**config.mk**
```make
export PLATFORM = sky130hd
export DESIGN_NAME = cdb_cell
export DESIGN_NICKNAME = d
export VERILOG_FILES = /design/src/rtl/cdb_pkg.sv /design/src/rtl/cdb_cell.sv
export SDC_FILE = /design/constraint.sdc
export NUM_CORES = 1
export LEC_CHECK = 0
export ABC_CLOCK_PERIOD_IN_PS = 2550
export BUFFER_PORTS_ARGS = -buffer_cell sky130_fd_sc_hd__buf_2
export CAP_MARGIN = 20
export CORE_UTILIZATION = 44
export CTS_BUF_LIST = sky130_fd_sc_hd__clkbuf_4 sky130_fd_sc_hd__clkbuf_8 sky130_fd_sc_hd__clkbuf_16
export DETAILED_ROUTE_END_ITERATION = 6
export GPL_TIMING_DRIVEN = 0
export PLACE_DENSITY = 0.84
export SLEW_MARGIN = 5
export SYNTH_ARGS = -nofsm -noshare
export SYNTH_HDL_FRONTEND = slang
export SYNTH_SLANG_ARGS = --single-unit
```
**constraint.sdc**
```tcl
create_clock -name clk -period 2.55 [get_ports clk]
set_clock_uncertainty 0.05 [all_clocks]
set_input_delay 0.51 -clock clk [delete_from_list [all_inputs] [get_ports clk]]
set_output_delay 0.51 -clock clk [all_outputs]
set_load 0.05 [all_outputs]
```
**src/rtl/cdb_pkg.sv**
```systemverilog
// ----------------------------------------------------------------------------
// cdb_pkg
// Types and constants shared by the chunk directory modules.
// ----------------------------------------------------------------------------
`default_nettype none

package cdb_pkg;

    localparam int OFFSET_W = 24;
    localparam int ROWS_W   = 24;
    localparam int SLOT_OW  = 10;
    localparam int COUNT_OW = 11;

    localparam logic [ROWS_W-1:0] BUDGET_RESET = 24'd5298068;

    typedef enum logic [2:0] {
        ST_NEW         = 3'd0,
        ST_OVERWRITE   = 3'd1,
        ST_OVER_BUDGET = 3'd2,
        ST_FULL        = 3'd3,
        ST_HIT         = 3'd4,
        ST_MISS        = 3'd5
    } status_t;

    typedef enum logic {
        OP_STORE = 1'b0,
        OP_FETCH = 1'b1
    } opcode_t;

    typedef enum logic [1:0] {
        CS_IDLE,
        CS_SEARCH,
        CS_DECIDE
    } ctrl_state_t;

    typedef struct packed {
        logic        opcode;
        logic [7:0]  layer_index;
        logic [23:0] first_row;
        logic [15:0] rows_in_chunk;
    } in_item_t;

    typedef struct packed {
        logic [2:0]  status;
        logic [9:0]  slot_index;
        logic [23:0] payload_offset;
        logic [10:0] entries_held;
        logic [23:0] rows_held_now;
    } out_item_t;

    // Lookup key as stored in a cell and carried by the probe.
    typedef struct packed {
        logic [7:0]  layer;
        logic [23:0] first_row;
        logic [15:0] num_rows;
    } key_t;

    // Probe token travelling down the cell chain.
    typedef struct packed {
        logic                live;
        logic                found;
        logic [OFFSET_W-1:0] offset;
    } probe_t;

endpackage

`default_nettype wire

```
**src/rtl/cdb_cell.sv**
```systemverilog
// ----------------------------------------------------------------------------
// cdb_cell
// One directory slot. Holds a key and its payload offset, compares the probe
// passing through against it and hands the probe to the next cell.
// ----------------------------------------------------------------------------
`default_nettype none

module cdb_cell #(
    parameter int IDX    = 0,
    parameter int SLOT_W = 10,
    parameter int CNT_W  = 11
) (
    input  wire                          clk,
    input  wire                          rst_n,
    input  cdb_pkg::key_t                key_in,
    input  cdb_pkg::probe_t              probe_in,
    input  wire  [SLOT_W-1:0]            slot_in,
    output cdb_pkg::key_t                key_out,
    output cdb_pkg::probe_t              probe_out,
    output logic [SLOT_W-1:0]            slot_out,
    input  wire  [CNT_W-1:0]             entry_count,
    input  wire                          wr_en,
    input  wire  [SLOT_W-1:0]            wr_slot,
    input  cdb_pkg::key_t                wr_key,
    input  wire  [cdb_pkg::OFFSET_W-1:0] wr_offset
);
    import cdb_pkg::*;

    localparam logic [CNT_W-1:0]  MY_CNT  = CNT_W'(IDX);
    localparam logic [SLOT_W-1:0] MY_SLOT = SLOT_W'(IDX);

    key_t                entry_key_reg;
    logic [OFFSET_W-1:0] entry_offset_reg;

    key_t                key_reg;
    logic                live_reg;
    logic                found_reg;
    logic [OFFSET_W-1:0] offset_reg;
    probe_t              probe_next;
    logic [SLOT_W-1:0]   slot_reg;
    logic [SLOT_W-1:0]   slot_next;
    logic                hit;

    // Slots are filled from zero upward, so a slot is valid below the count.
    assign hit = probe_in.live && (MY_CNT < entry_count) && (entry_key_reg == key_in);

    always_comb
    begin
        probe_next.live  = probe_in.live;
        probe_next.found = probe_in.found | hit;
        probe_next.offset = hit ? entry_offset_reg : probe_in.offset;
        slot_next = hit ? MY_SLOT : slot_in;
    end

    always_ff @(posedge clk)
    begin
        if (wr_en && (wr_slot == MY_SLOT))
        begin
            entry_key_reg    <= wr_key;
            entry_offset_reg <= wr_offset;
        end
    end

    always_ff @(posedge clk or negedge rst_n)
    begin
        if (!rst_n)
        begin
            live_reg <= 1'b0;
        end
        else
        begin
            live_reg <= probe_next.live;
        end
    end

    always_ff @(posedge clk)
    begin
        key_reg            <= key_in;
        found_reg          <= probe_next.found;
        offset_reg         <= probe_next.offset;
        slot_reg           <= slot_next;
    end

    assign key_out   = key_reg;
    assign probe_out = '{live: live_reg, found: found_reg, offset: offset_reg};
    assign slot_out  = slot_reg;

endmodule

`default_nettype wire
```
==> results.cfg <==
[sta]
maxSlewViolCount = 0
fmax_ghz = 0.4366
fin_crit_sh_pct = 89.82
rsz0062_at_grt = false
holdWs_ns = 0.05649
slew-limit-headroom_pct = 56.47
setup_viol = 0
setup_ws_ns = 0.2596
worst_pin_slew_ns = 0.6481
period_needed_ns = 2.290
finalHoldViolations = 0

[pwr]
p_per_area_nw_per_um2 = 816.6
p_leak_nw = 3.148
irDropWorstVdd_mv = 0.5611
pwr-share-clk_pct = 44.1
p_sw_w = 0.001316
seqPwrFrac_pct = 46.4
power_frac_comb_pct = 9.5
p_int_w = 0.004514
switching_share_pct = 22.57
total_power_w = 0.005830

[logic_synthesis]
synth.cell_area_sq_um = 4925
syn_nets = 453
ys_ff_latch = 156
yosys_warnings = 0
yosysSeqAreaShare_pct = 78.15
avgSynthCellArea_sq_um = 18.04
syn_inst = 273
ys_types = 27

[setup_path]
worstPathMaxFanout = 10
r2r_slack_ns = 0.26
worstSetupPathType = register to register
path_cells = xnor2_1 > nand4_1 > nor4_2 > nand4_4 > buf_6 > mux2_4
r2r_cells = 6
critPathLaunchType = register
worstPathArrival_ns = 2.65
worst_setup_path_end_kind = register
critical_path.max_stage_delay_ns = 0.56
critPathSlowestCell = nor4_2
rr_startpoint = entry_key_reg[29]
r2r_end = offset_reg[8]
required_ns = 2.91

[grt]
grt_pass1_wl_microns = 15470
grt_max_degree = 17
grt_pass1_vias = 3348
overflow = 0
antenna_found_initial = 0
grt_usage_pct = 18.61

[die]
die-area_sq_um = 11620
ios = 264
fp.dieW_microns = 107.8
start_util_pct = 45.23
num_rows = 38
die_h_microns = 107.8
core-area_sq_um = 10890

[status]
outcome = complete, no violations

[placed_design]
place.detailed.hpwl_microns = 8311
numPortBuffers = 263
pre_cts_slack_ns = -0.08242
place_congestion = 0.7704

[hold_path]
hold_path_startpoint = key_in[30]
holdPathEnd = key_out[30]
holdPathStages = 1
min_path_type = input port to register

[final_layout]
post-route-util_pct = 65.57
mostFrequentLayoutCells = buf_2 (263), dfxtp_1 (83), edfxtp_1 (72)
multiInputGateArea_sq_um = 1060
finish.net_count = 741
regArea_sq_um = 3849
layout-drive-gt1-share_pct = 58.54
n_antenna_cell = 0
area_growth_pct = 44.97
fillCellCount = 798
final_common_cell = buf_2

[clock_tree]
post_cts_resized = 0
path_clk_slew_ns = 0.06
numCtsBuffers = 17
cts_num_sinks = 156
cts_tree = yes
htreeDepth = 4
max-clock-path-buffers = 2
clkLatencyLatePin_ns = 0.52
cts.root.buffer_cell = clkbuf_8

[drt]
drt_drc_violations_left = 0
drt-initial-drc-count = 84
routedWlPerCell_microns = 14.78
dr.pass1.iters = 4
vias = 3215
ant_nets = 0
vias_per_cell = 4.503
routed_wl_microns = 10560

[job]
max-cap-violations = 0
cell type report:
cell class	instances	share of cell area [%]
Sequential cell	156	53.91
Timing Repair Buffer	269	19.47
Multi-Input combinational cell	109	14.84
Clock buffer	20	6.204
Tap cell	140	2.454
Clock inverter	12	2.383
Buffer	5	0.5783
Inverter	3	0.1577
logic make-up (layout without fill, tap and decap cells):
kind of cell           count (synthesis)  after routing  share of synthesized area (%)
buffers and inverters                  8            309                          1.067
XOR/XNOR                              45             45                          8.003
AND/OR/NAND/NOR                       37             37                          5.411
flip-flops                           156            156                          78.15
AO/OA/AOI/OAI                          3              3                         0.4319
multiplexers                          24             24                          6.936
cells in the mapped netlist:
library cell | n | area share [%]
dfxtp_1 | 83 | 34
nand4_1 | 10 | 1.3
nand3_1 | 1 | 0.10
a22oi_1 | 1 | 0.15
and4bb_2 | 1 | 0.25
clkbuf_1 | 1 | 0.076
buf_6 | 2 | 0.46
nor4b_1 | 1 | 0.18
nor4_1 | 4 | 0.51
nor3_1 | 1 | 0.10
nand4_4 | 1 | 0.43
buf_4 | 2 | 0.30
and2_1 | 10 | 1.3
inv_1 | 3 | 0.23
o221ai_1 | 1 | 0.18
mux2_2 | 5 | 1.1
nor2_1 | 1 | 0.076
nand2b_1 | 2 | 0.25
o21ai_0 | 1 | 0.10
and3_1 | 1 | 0.13
xnor2_1 | 43 | 7.6
dfrtp_1 | 1 | 0.51
mux2_4 | 19 | 5.8
nor4_2 | 3 | 0.76
nand2_1 | 1 | 0.076
edfxtp_1 | 72 | 44
xor2_1 | 2 | 0.36
per-stage QoR:
stage	cell area, sq um	cells	TNS [ns]
6_report	7139	714	0
5_1_grt	7139	714	0
4_1_cts	7139	714	0
3_5_place_dp	6516	681	-1.470
3_3_place_gp	6452	676	-150.52
2_1_floorplan	4961	273	-78.85
worst max-delay path by stage:
stage / from / endpoint / slack (ns) / depth (start not counted)
2_1_floorplan: wr_slot[2] / entry_key_reg[0] / -1.10 / 3
3_3_place_gp: wr_slot[1] / entry_key_reg[4] / -2.09 / 4
3_5_place_dp: key_in[16] / offset_reg[9] / -0.08 / 7
4_1_cts: entry_key_reg[29] / offset_reg[8] / 0.13 / 6
5_1_grt: entry_key_reg[29] / offset_reg[8] / 0.08 / 6
6_report: entry_key_reg[29] / offset_reg[8] / 0.26 / 6
what timing repair did:
item	CTS	global route
hold endpoints to repair	1	0
setup buffers	0	0
hold buffers	1	0
endpoints found under the setup margin	0	0
per-layer routing:
| layer | up-vias | GRT usage [%] | wire, microns | part of all wire [%] |
|---|---|---|---|---|
| met4 | 0 | 10.27 | 273 | 2.6 |
| met2 | 165 | 34.20 | 5800 | 55 |
| met3 | 23 | 7.567 | 853 | 8.1 |
| li1 | 1550 | - | - | - |
| met5 | - | 0 | 0 | 0 |
| met1 | 1477 | 17.27 | 3628 | 34 |
power groups by stage:
stage	Combinational (W)	Sequential [W]	Clock, W
CTS	0.000562	0.00270	0.00263
global placement	0.000549	0.00275	0
detailed placement	0.000558	0.00276	0
floorplan	0.0000784	0.00300	0
global route	0.000586	0.00271	0.00274
finish	0.000557	0.00270	0.00257
critical path, delay by kind of cell, from the launching register on:
kind | cells | cell delay [ns]
AND/OR/NAND/NOR | 3 | 1.02
flip-flops | 1 | 0.40
multiplexers | 1 | 0.31
buffers and inverters | 1 | 0.25
XOR/XNOR | 1 | 0.15
Power figures use the tool's default switching activity.
